## config.mk

```make
export PLATFORM = sky130hd
export DESIGN_NAME = drum_rotation_speed_direction_monitor
export DESIGN_NICKNAME = d
export VERILOG_FILES = /design/src/rtl/drm_pkg.sv /design/src/rtl/drm_ctrl.sv /design/src/rtl/drm_dp.sv /design/src/rtl/drum_rotation_speed_direction_monitor.sv
export SDC_FILE = /design/constraint.sdc
export NUM_CORES = 1
export LEC_CHECK = 0
export BUFFER_PORTS_ARGS = -buffer_cell sky130_fd_sc_hd__buf_4
export CAP_MARGIN = 20
export CORE_MARGIN = 2
export CORE_UTILIZATION = 52
export CTS_CLUSTER_DIAMETER = 60
export CTS_CLUSTER_SIZE = 28
export DETAILED_ROUTE_END_ITERATION = 16
export PLACE_DENSITY_LB_ADDON = 0.15
export SYNTH_ARGS = -nofsm -noshare
export SYNTH_HDL_FRONTEND = slang
export SYNTH_SLANG_ARGS = --single-unit
```

## constraint.sdc

```tcl
create_clock -name clk -period 16.1 [get_ports clk]
set_clock_uncertainty 0.05 [all_clocks]
set_input_delay 1.61 -clock clk [delete_from_list [all_inputs] [get_ports clk]]
set_output_delay 1.61 -clock clk [all_outputs]
set_load 0.01 [all_outputs]
```

## src/rtl/drm_pkg.sv

```systemverilog
// Shared types, constants and helpers of the drum rotation monitor.
package drm_pkg;

  localparam int SPEED_W    = 14;
  localparam int PERIOD_W   = 32;
  localparam int MAGNETS_W  = 8;
  localparam int TIMEOUT_W  = 16;
  localparam int PROD_W     = PERIOD_W + MAGNETS_W;
  localparam int SILENCE_W  = 17;
  localparam int CHANGE_W   = 3;
  localparam int CFG_IDX_W  = 1;
  localparam int CFG_DATA_W = 16;
  localparam int DIV_STEPS  = SPEED_W;
  localparam int DIV_CNT_W  = $clog2(DIV_STEPS);

  localparam logic [SPEED_W-1:0]   SPEED_SCALE    = SPEED_W'(12000);
  localparam logic [CHANGE_W-1:0]  CHANGE_CONFIRM = CHANGE_W'(4);
  localparam logic [SILENCE_W-1:0] SILENCE_MAX    = '1;
  localparam logic [MAGNETS_W-1:0] MAGNETS_RESET  = MAGNETS_W'(4);
  localparam logic [TIMEOUT_W-1:0] TIMEOUT_RESET  = TIMEOUT_W'(640);

  // Configuration register indexes.
  localparam logic [CFG_IDX_W-1:0] CFG_MAGNETS = 1'b0;
  localparam logic [CFG_IDX_W-1:0] CFG_TIMEOUT = 1'b1;

  typedef enum logic [1:0] {
    ROT_STOPPED = 2'd0,
    ROT_FORWARD = 2'd1,
    ROT_REVERSE = 2'd2,
    ROT_UNKNOWN = 2'd3
  } rot_state_t;

  typedef struct packed {
    logic load;
    logic mul;
    logic prep;
    logic step;
    logic commit;
  } cmd_t;

  typedef struct packed {
    logic is_pulse;
    logic pulse_started;
    logic div_needed;
  } sts_t;

  function automatic rot_state_t dir_state(input logic dir);
    return dir ? ROT_FORWARD : ROT_REVERSE;
  endfunction

endpackage

```

## src/rtl/drm_ctrl.sv

```systemverilog
// Sequencing controller of the drum rotation monitor.
module drm_ctrl (
  input  logic          clk,
  input  logic          rst,
  input  logic          in_valid,
  output logic          in_stall,
  output logic          out_valid,
  input  logic          out_stall,
  input  drm_pkg::sts_t sts,
  output drm_pkg::cmd_t cmd
);
  import drm_pkg::*;

  typedef enum logic [2:0] {
    S_IDLE,
    S_MUL,
    S_PREP,
    S_DIV,
    S_COMMIT
  } ctrl_state_t;

  ctrl_state_t          state;
  logic [DIV_CNT_W-1:0] step_cnt;
  logic                 slot_free;

  assign slot_free = !out_valid || !out_stall;
  assign in_stall  = (state != S_IDLE);

  always_comb begin
    cmd        = '0;
    cmd.load   = (state == S_IDLE) && in_valid;
    cmd.mul    = (state == S_MUL);
    cmd.prep   = (state == S_PREP);
    cmd.step   = (state == S_DIV);
    cmd.commit = (state == S_COMMIT) && slot_free;
  end

  always_ff @(posedge clk) begin
    if (rst) begin
      state     <= S_IDLE;
      step_cnt  <= '0;
      out_valid <= 1'b0;
    end else begin
      if (out_valid && !out_stall && !cmd.commit) begin
        out_valid <= 1'b0;
      end
      unique case (state)
        S_IDLE: begin
          if (in_valid) begin
            state <= S_MUL;
          end
        end
        S_MUL: begin
          if (sts.is_pulse && sts.pulse_started) begin
            state <= S_PREP;
          end else begin
            state <= S_COMMIT;
          end
        end
        S_PREP: begin
          step_cnt <= '0;
          if (sts.div_needed) begin
            state <= S_DIV;
          end else begin
            state <= S_COMMIT;
          end
        end
        S_DIV: begin
          step_cnt <= step_cnt + 1'b1;
          if (step_cnt == DIV_CNT_W'(DIV_STEPS - 1)) begin
            state <= S_COMMIT;
          end
        end
        S_COMMIT: begin
          if (slot_free) begin
            out_valid <= 1'b1;
            state     <= S_IDLE;
          end
        end
        default: state <= S_IDLE;
      endcase
    end
  end

  a_div_bounded: assert property (@(posedge clk) disable iff (rst)
    state == S_DIV |-> step_cnt < DIV_CNT_W'(DIV_STEPS))
    else $error("divider ran past its last step");

  a_commit_shows: assert property (@(posedge clk) disable iff (rst)
    cmd.commit |=> out_valid)
    else $error("committed result not presented");

  a_commit_free: assert property (@(posedge clk) disable iff (rst)
    cmd.commit |-> !(out_valid && out_stall))
    else $error("commit overwrote a waiting result");

  a_accept_busy: assert property (@(posedge clk) disable iff (rst)
    in_valid && !in_stall |=> in_stall && !cmd.commit)
    else $error("request not held for processing");

endmodule

```

## src/rtl/drm_dp.sv

```systemverilog
// Datapath of the drum rotation monitor: registers, speed divider, state update.
module drm_dp (
  input  logic                              clk,
  input  logic                              rst,
  input  logic                              cfg_valid,
  input  logic [drm_pkg::CFG_IDX_W-1:0]     cfg_index,
  input  logic [drm_pkg::CFG_DATA_W-1:0]    cfg_data,
  input  logic                              kind,
  input  logic                              ignition_on,
  input  logic                              direction_level,
  input  logic [drm_pkg::PERIOD_W-1:0]      timestamp,
  input  drm_pkg::cmd_t                     cmd,
  output drm_pkg::sts_t                     sts,
  output logic [1:0]                        rotation_state,
  output logic [1:0]                        line_code,
  output logic [drm_pkg::SPEED_W-1:0]       speed,
  output logic                              report_event
);
  import drm_pkg::*;

  logic [MAGNETS_W-1:0] magnets;
  logic [TIMEOUT_W-1:0] timeout;

  logic                item_kind;
  logic                item_ign;
  logic                item_dir;
  logic [PERIOD_W-1:0] item_ts;

  logic [PROD_W-1:0]  prod;
  logic [SPEED_W-1:0] quo;
  logic [SPEED_W-1:0] rem;
  logic [SPEED_W-1:0] dvs;
  logic [SPEED_W:0]   rem_sh;
  logic [SPEED_W+1:0] diff;

  rot_state_t           rot;
  rot_state_t           rot_next;
  rot_state_t           reported;
  rot_state_t           reported_next;
  logic                 first_tick_done;
  logic                 first_tick_done_next;
  logic                 pulse_started;
  logic                 pulse_started_next;
  logic [PERIOD_W-1:0]  last_pulse_time;
  logic [PERIOD_W-1:0]  last_pulse_time_next;
  logic [SPEED_W-1:0]   speed_reg;
  logic [SPEED_W-1:0]   speed_reg_next;
  logic [CHANGE_W-1:0]  change_cnt;
  logic [CHANGE_W-1:0]  change_cnt_next;
  logic                 last_dir;
  logic                 last_dir_next;
  logic [SILENCE_W-1:0] silence;
  logic [SILENCE_W-1:0] silence_next;
  logic                 event_next;
  rot_state_t           rot_tick;

  always_ff @(posedge clk) begin
    if (rst) begin
      magnets <= MAGNETS_RESET;
      timeout <= TIMEOUT_RESET;
    end else if (cfg_valid) begin
      unique case (cfg_index)
        CFG_MAGNETS: magnets <= cfg_data[MAGNETS_W-1:0];
        CFG_TIMEOUT: timeout <= cfg_data[TIMEOUT_W-1:0];
        default: ;
      endcase
    end
  end

  // Item capture, period product and the restoring divider for 12000 / product.
  assign rem_sh = {rem, quo[SPEED_W-1]};
  assign diff   = {1'b0, rem_sh} - {2'b00, dvs};

  always_ff @(posedge clk) begin
    if (cmd.load) begin
      item_kind <= kind;
      item_ign  <= ignition_on;
      item_dir  <= direction_level;
      item_ts   <= timestamp;
    end
    if (cmd.mul) begin
      prod <= {{MAGNETS_W{1'b0}}, item_ts - last_pulse_time}
            * {{PERIOD_W{1'b0}}, magnets};
    end
    if (cmd.prep) begin
      rem <= '0;
      dvs <= prod[SPEED_W-1:0];
      if (prod == '0) begin
        quo <= SPEED_SCALE;
      end else if (prod > PROD_W'(SPEED_SCALE)) begin
        quo <= '0;
      end else begin
        quo <= SPEED_SCALE;
      end
    end else if (cmd.step) begin
      if (!diff[SPEED_W+1]) begin
        rem <= diff[SPEED_W-1:0];
        quo <= {quo[SPEED_W-2:0], 1'b1};
      end else begin
        rem <= rem_sh[SPEED_W-1:0];
        quo <= {quo[SPEED_W-2:0], 1'b0};
      end
    end
  end

  always_comb begin
    sts               = '0;
    sts.is_pulse      = item_kind;
    sts.pulse_started = pulse_started;
    sts.div_needed    = (prod != '0) && (prod <= PROD_W'(SPEED_SCALE));
  end

  always_comb begin
    rot_next             = rot;
    reported_next        = reported;
    first_tick_done_next = first_tick_done;
    pulse_started_next   = pulse_started;
    last_pulse_time_next = last_pulse_time;
    speed_reg_next       = speed_reg;
    change_cnt_next      = change_cnt;
    last_dir_next        = last_dir;
    silence_next         = silence;
    event_next           = 1'b0;
    rot_tick             = first_tick_done ? rot : dir_state(item_dir);

    if (item_kind) begin
      if (change_cnt == '0) begin
        change_cnt_next = CHANGE_W'(1);
      end
      last_pulse_time_next = item_ts;
      if (pulse_started) begin
        speed_reg_next = quo;
      end else begin
        pulse_started_next = 1'b1;
      end
    end else if (!item_ign) begin
      rot_next             = ROT_UNKNOWN;
      speed_reg_next       = '0;
      change_cnt_next      = '0;
      pulse_started_next   = 1'b0;
      last_dir_next        = 1'b0;
      last_pulse_time_next = item_ts;
    end else begin
      first_tick_done_next = 1'b1;
      rot_next             = rot_tick;
      if (change_cnt == '0) begin
        if (rot_tick == ROT_FORWARD || rot_tick == ROT_REVERSE) begin
          if (silence != SILENCE_MAX) begin
            silence_next = silence + 1'b1;
          end
          if (silence > {1'b0, timeout}) begin
            rot_next       = ROT_STOPPED;
            speed_reg_next = '0;
          end
        end
      end else if (change_cnt < CHANGE_CONFIRM) begin
        silence_next = '0;
        if (rot_tick == ROT_STOPPED) begin
          change_cnt_next = '0;
          last_dir_next   = item_dir;
          rot_next        = dir_state(item_dir);
        end else if (item_dir != last_dir) begin
          change_cnt_next = change_cnt + 1'b1;
        end else begin
          change_cnt_next = '0;
        end
      end else begin
        // A direction change has been seen on enough ticks: take it.
        change_cnt_next    = '0;
        pulse_started_next = 1'b0;
        speed_reg_next     = '0;
        last_dir_next      = item_dir;
        silence_next       = '0;
        rot_next           = dir_state(item_dir);
      end
      event_next    = (reported != rot_next);
      reported_next = rot_next;
    end

    if (rot_next == ROT_STOPPED || change_cnt_next > CHANGE_W'(1)) begin
      speed_reg_next = '0;
    end
  end

  always_ff @(posedge clk) begin
    if (rst) begin
      rot             <= ROT_UNKNOWN;
      reported        <= ROT_UNKNOWN;
      first_tick_done <= 1'b0;
      pulse_started   <= 1'b0;
      last_pulse_time <= '0;
      speed_reg       <= '0;
      change_cnt      <= '0;
      last_dir        <= 1'b0;
      silence         <= '0;
    end else if (cmd.commit) begin
      rot             <= rot_next;
      reported        <= reported_next;
      first_tick_done <= first_tick_done_next;
      pulse_started   <= pulse_started_next;
      last_pulse_time <= last_pulse_time_next;
      speed_reg       <= speed_reg_next;
      change_cnt      <= change_cnt_next;
      last_dir        <= last_dir_next;
      silence         <= silence_next;
    end
  end

  always_ff @(posedge clk) begin
    if (cmd.commit) begin
      rotation_state <= rot_next;
      line_code      <= ROT_UNKNOWN - rot_next;
      speed          <= speed_reg_next;
      report_event   <= event_next;
    end
  end

endmodule

```

## src/rtl/drum_rotation_speed_direction_monitor.sv

```systemverilog
// Top level of the drum rotation speed and direction monitor.
//
//   Channel  Handshake              Payload
//   in       in_valid / in_stall    kind, ignition_on, direction_level, timestamp
//   out      out_valid / out_stall  rotation_state, line_code, speed, report_event
//   cfg      cfg_valid / cfg_ready  cfg_index, cfg_data
//
// A tick, or a pulse with no earlier pulse, passes from acceptance through the multiply
// and commit states to its result. A measured pulse adds the prep state when the quotient
// is known without dividing, and the prep state and the 14-step restoring divider when the
// speed needs it.
// One request is in flight at a time; in_stall is high from acceptance until the
// result has been loaded into the output register.
// A result waiting under out_stall holds the next request at its final step.
// Reset (synchronous) loads the register defaults and the unknown rotation state.
module drum_rotation_speed_direction_monitor (
  input  logic                              clk,
  input  logic                              rst,
  input  logic                              in_valid,
  output logic                              in_stall,
  input  logic                              kind,
  input  logic                              ignition_on,
  input  logic                              direction_level,
  input  logic [drm_pkg::PERIOD_W-1:0]      timestamp,
  output logic                              out_valid,
  input  logic                              out_stall,
  output logic [1:0]                        rotation_state,
  output logic [1:0]                        line_code,
  output logic [drm_pkg::SPEED_W-1:0]       speed,
  output logic                              report_event,
  input  logic                              cfg_valid,
  output logic                              cfg_ready,
  input  logic [drm_pkg::CFG_IDX_W-1:0]     cfg_index,
  input  logic [drm_pkg::CFG_DATA_W-1:0]    cfg_data
);
  import drm_pkg::*;

  cmd_t cmd;
  sts_t sts;

  // Register writes are always accepted.
  assign cfg_ready = 1'b1;

  drm_ctrl u_ctrl (
    .clk       (clk),
    .rst       (rst),
    .in_valid  (in_valid),
    .in_stall  (in_stall),
    .out_valid (out_valid),
    .out_stall (out_stall),
    .sts       (sts),
    .cmd       (cmd)
  );

  drm_dp u_dp (
    .clk             (clk),
    .rst             (rst),
    .cfg_valid       (cfg_valid),
    .cfg_index       (cfg_index),
    .cfg_data        (cfg_data),
    .kind            (kind),
    .ignition_on     (ignition_on),
    .direction_level (direction_level),
    .timestamp       (timestamp),
    .cmd             (cmd),
    .sts             (sts),
    .rotation_state  (rotation_state),
    .line_code       (line_code),
    .speed           (speed),
    .report_event    (report_event)
  );

endmodule
```

==> results.cfg <==
[setup_path]
arrival_ns = 8.46
cp_max_fo = 8
required_ns = 16.37
crit_top_cell = fa_1
max_stage_delay_ns = 0.54
critical-path-slowest-cell = fa_1
endpoint_kind = flop
critPathLaunchType = flop
crit_type = flop to flop

[global_routing]
track_usage_pct = 23.3
grt_max_degree = 82
grt_pass1_wl_um = 75500
antenna_found_initial = 0
grt_pass1_vias = 15360
overflow = 0

[route]
drc = 0
drt_iter0_markers = 604
wl_per_cell_um = 15.9
drt-vias-per-instance = 5.40
via_count = 14718
antenna_left = 0
wirelength_um = 43300
detail_route.first_pass.iterations = 5

[clocking]
cts_buffers = 23
clkSlewWorstSetupHoldPaths_ns = 0.08
root_buffer = clkbuf_16
cts_setup_buffers = 0
h-tree-depth = 1
cts_tree = done
cts_buffer_depth = 3
cts_repair_resize_count = 0
clk_latency_ns = 0.57
cts.sinks = 241
ctsHoldBuffers = 0

[layout]
final_cells = 2725
final_util_pct = 57.6
drive_gt1_share_pct = 7.32
final_cell_mix = inv_1 (280), nand2_1 (277), fa_1 (182)
nNetsFinal = 2564
area_delta_synth_final_pct = 9.30
layout_commonest_cell = inv_1
antenna_cells = 0
largest_reg_flops = 40
top_register = u_dp.prod
largestRegisters = u_dp.prod: 40 flops, u_dp.item_ts: 32 flops, u_dp.last_pulse_time: 32 flops

[yosys]
ys_types = 75
yosys_warnings = 0
synth.avg_cell_area_um2 = 9.21
synth_enable_flop_cells = 122
synthCells = 2156
synth_area_um2 = 19900
seq_area_frac_synth_pct = 30.5
syn-num-nets = 2523
synth-async-reset-ratio_pct = 0
ys_ff_latch = 241
synth_ff_type = edfxtp_1

[placed_design]
place_congestion = 0.881
portBuffers = 77
dp.cells = 2683
place.detailed.hpwl_um = 32800

[sta]
period_minus_slack_ns = 8.19
finalCritPeriodShare_pct = 50.9
tightest_slew_ns = 1.04
timing.fmax_mhz = 122
setup_viol = 0
slew_headroom_pct = 30.7
hold_viol_final = 0
drv_slew = 0
tns_ns = 0
rsz0062_at_grt = no

[worst_hold_path]
hp-class = flop to flop

[die]
core_um2 = 37700
ios = 79
die_height_um = 199
chipWidth_um = 199
die-area_um2 = 39800
initial_core_util_pct = 52.7
num_rows = 71

[pwr]
power_density_nw_per_um2 = 104
power_mw = 2.25
p_leak_nw = 9.47
max-vdd-ir-drop_mv = 0.122

[job]
drv_cap = 0

[run_status]
status = complete, no violations
-- synthesized netlist by cell type (all sizes together), types with 16 or more instances --
cell / number / area [um^2]
nand2: 277 / 1040
a22oi: 18 / 135
nor2: 116 / 435
dfxtp: 119 / 2380
fa: 182 / 3640
edfxtp: 122 / 3660
xnor2: 50 / 438
nand3: 34 / 170
mux2i: 27 / 270
and2: 167 / 1040
nor3: 32 / 160
clkbuf: 70 / 263
nor2b: 30 / 188
inv: 280 / 1050
nand2b: 35 / 219
o21ai: 58 / 290
a21o: 34 / 255
o21a: 16 / 120
xor2: 28 / 245
and3: 17 / 106
a21oi: 140 / 704
ha: 128 / 1600
-- metal layers --
metal  share of wire (%)  GRT usage [%]
met5                   0              0
met4                 2.6           6.12
met3                 3.5           2.67
met2                  50           42.3
met1                  44           29.4
-- path summary, 6_finish.rpt --
path	start	end	slack, ns	cells past startpoint
hold reg to reg	u_dp.prod[1]$_DFFE_PN_	u_dp.dvs[1]$_DFFE_PN_	0.39	0
setup reg to reg	u_dp.item_ts[0]$_DFFE_PP_	u_dp.prod[39]$_DFFE_PN_	7.91	28
hold / removal	u_dp.prod[1]$_DFFE_PN_	u_dp.dvs[1]$_DFFE_PN_	0.39	0
setup / recovery	u_dp.item_ts[0]$_DFFE_PP_	u_dp.prod[39]$_DFFE_PN_	7.91	28
-- area by class of cell --
class | count | area, um^2
fillers | 3401 | 16000
multi-input cells | 1560 | 12500
flip-flops and latches | 241 | 6050
inverters | 280 | 1050
repair buffers | 91 | 703
well taps | 511 | 639
clock buffers | 25 | 593
clock inverters | 17 | 200
-- logic make-up (layout without fill, tap and decap cells) --
kind of cell    count (synthesis)  count (layout)  share of synthesized area [%]
xor+xnor                       78              78                           3.44
fa+ha+maj                     310             310                           26.4
simple gates                  773             773                           19.3
compound gates                365             365                           11.9
flops                         241             241                           30.5
other cells                     1               1                         0.0189
buf+inv                       355             413                           6.80
mux                            33              33                           1.70
-- power breakdown --
part | switching, mW | internal, mW
registers | 0.0233 | 0.727
logic | 0.566 | 0.359
clock network | 0.271 | 0.300
-- metrics by stage --
| stage | area [um^2] | hold WS [ns] | setup slack [ns] |
|---|---|---|---|
| finish | 21700 | 0.392 | 7.91 |
| global placement | 20900 | 0.371 | 8.06 |
| floorplan | 19900 | 0.368 | 9.00 |
| CTS | 21700 | 0.394 | 7.97 |
| detailed placement | 20900 | 0.377 | 8.01 |
| global route | 21700 | 0.403 | 7.15 |
-- critical path: cells and delay by family (launching register included) --
family / cells / cell delay, ns
buffers and inverters: 3 / 0.14
XOR/XNOR: 2 / 0.65
flip-flops: 1 / 0.35
adder cells (fa/ha/maj): 7 / 2.98
AND/OR/NAND/NOR: 7 / 1.65
AO/OA/AOI/OAI: 9 / 2.12
(Power assumes the default switching activity.)
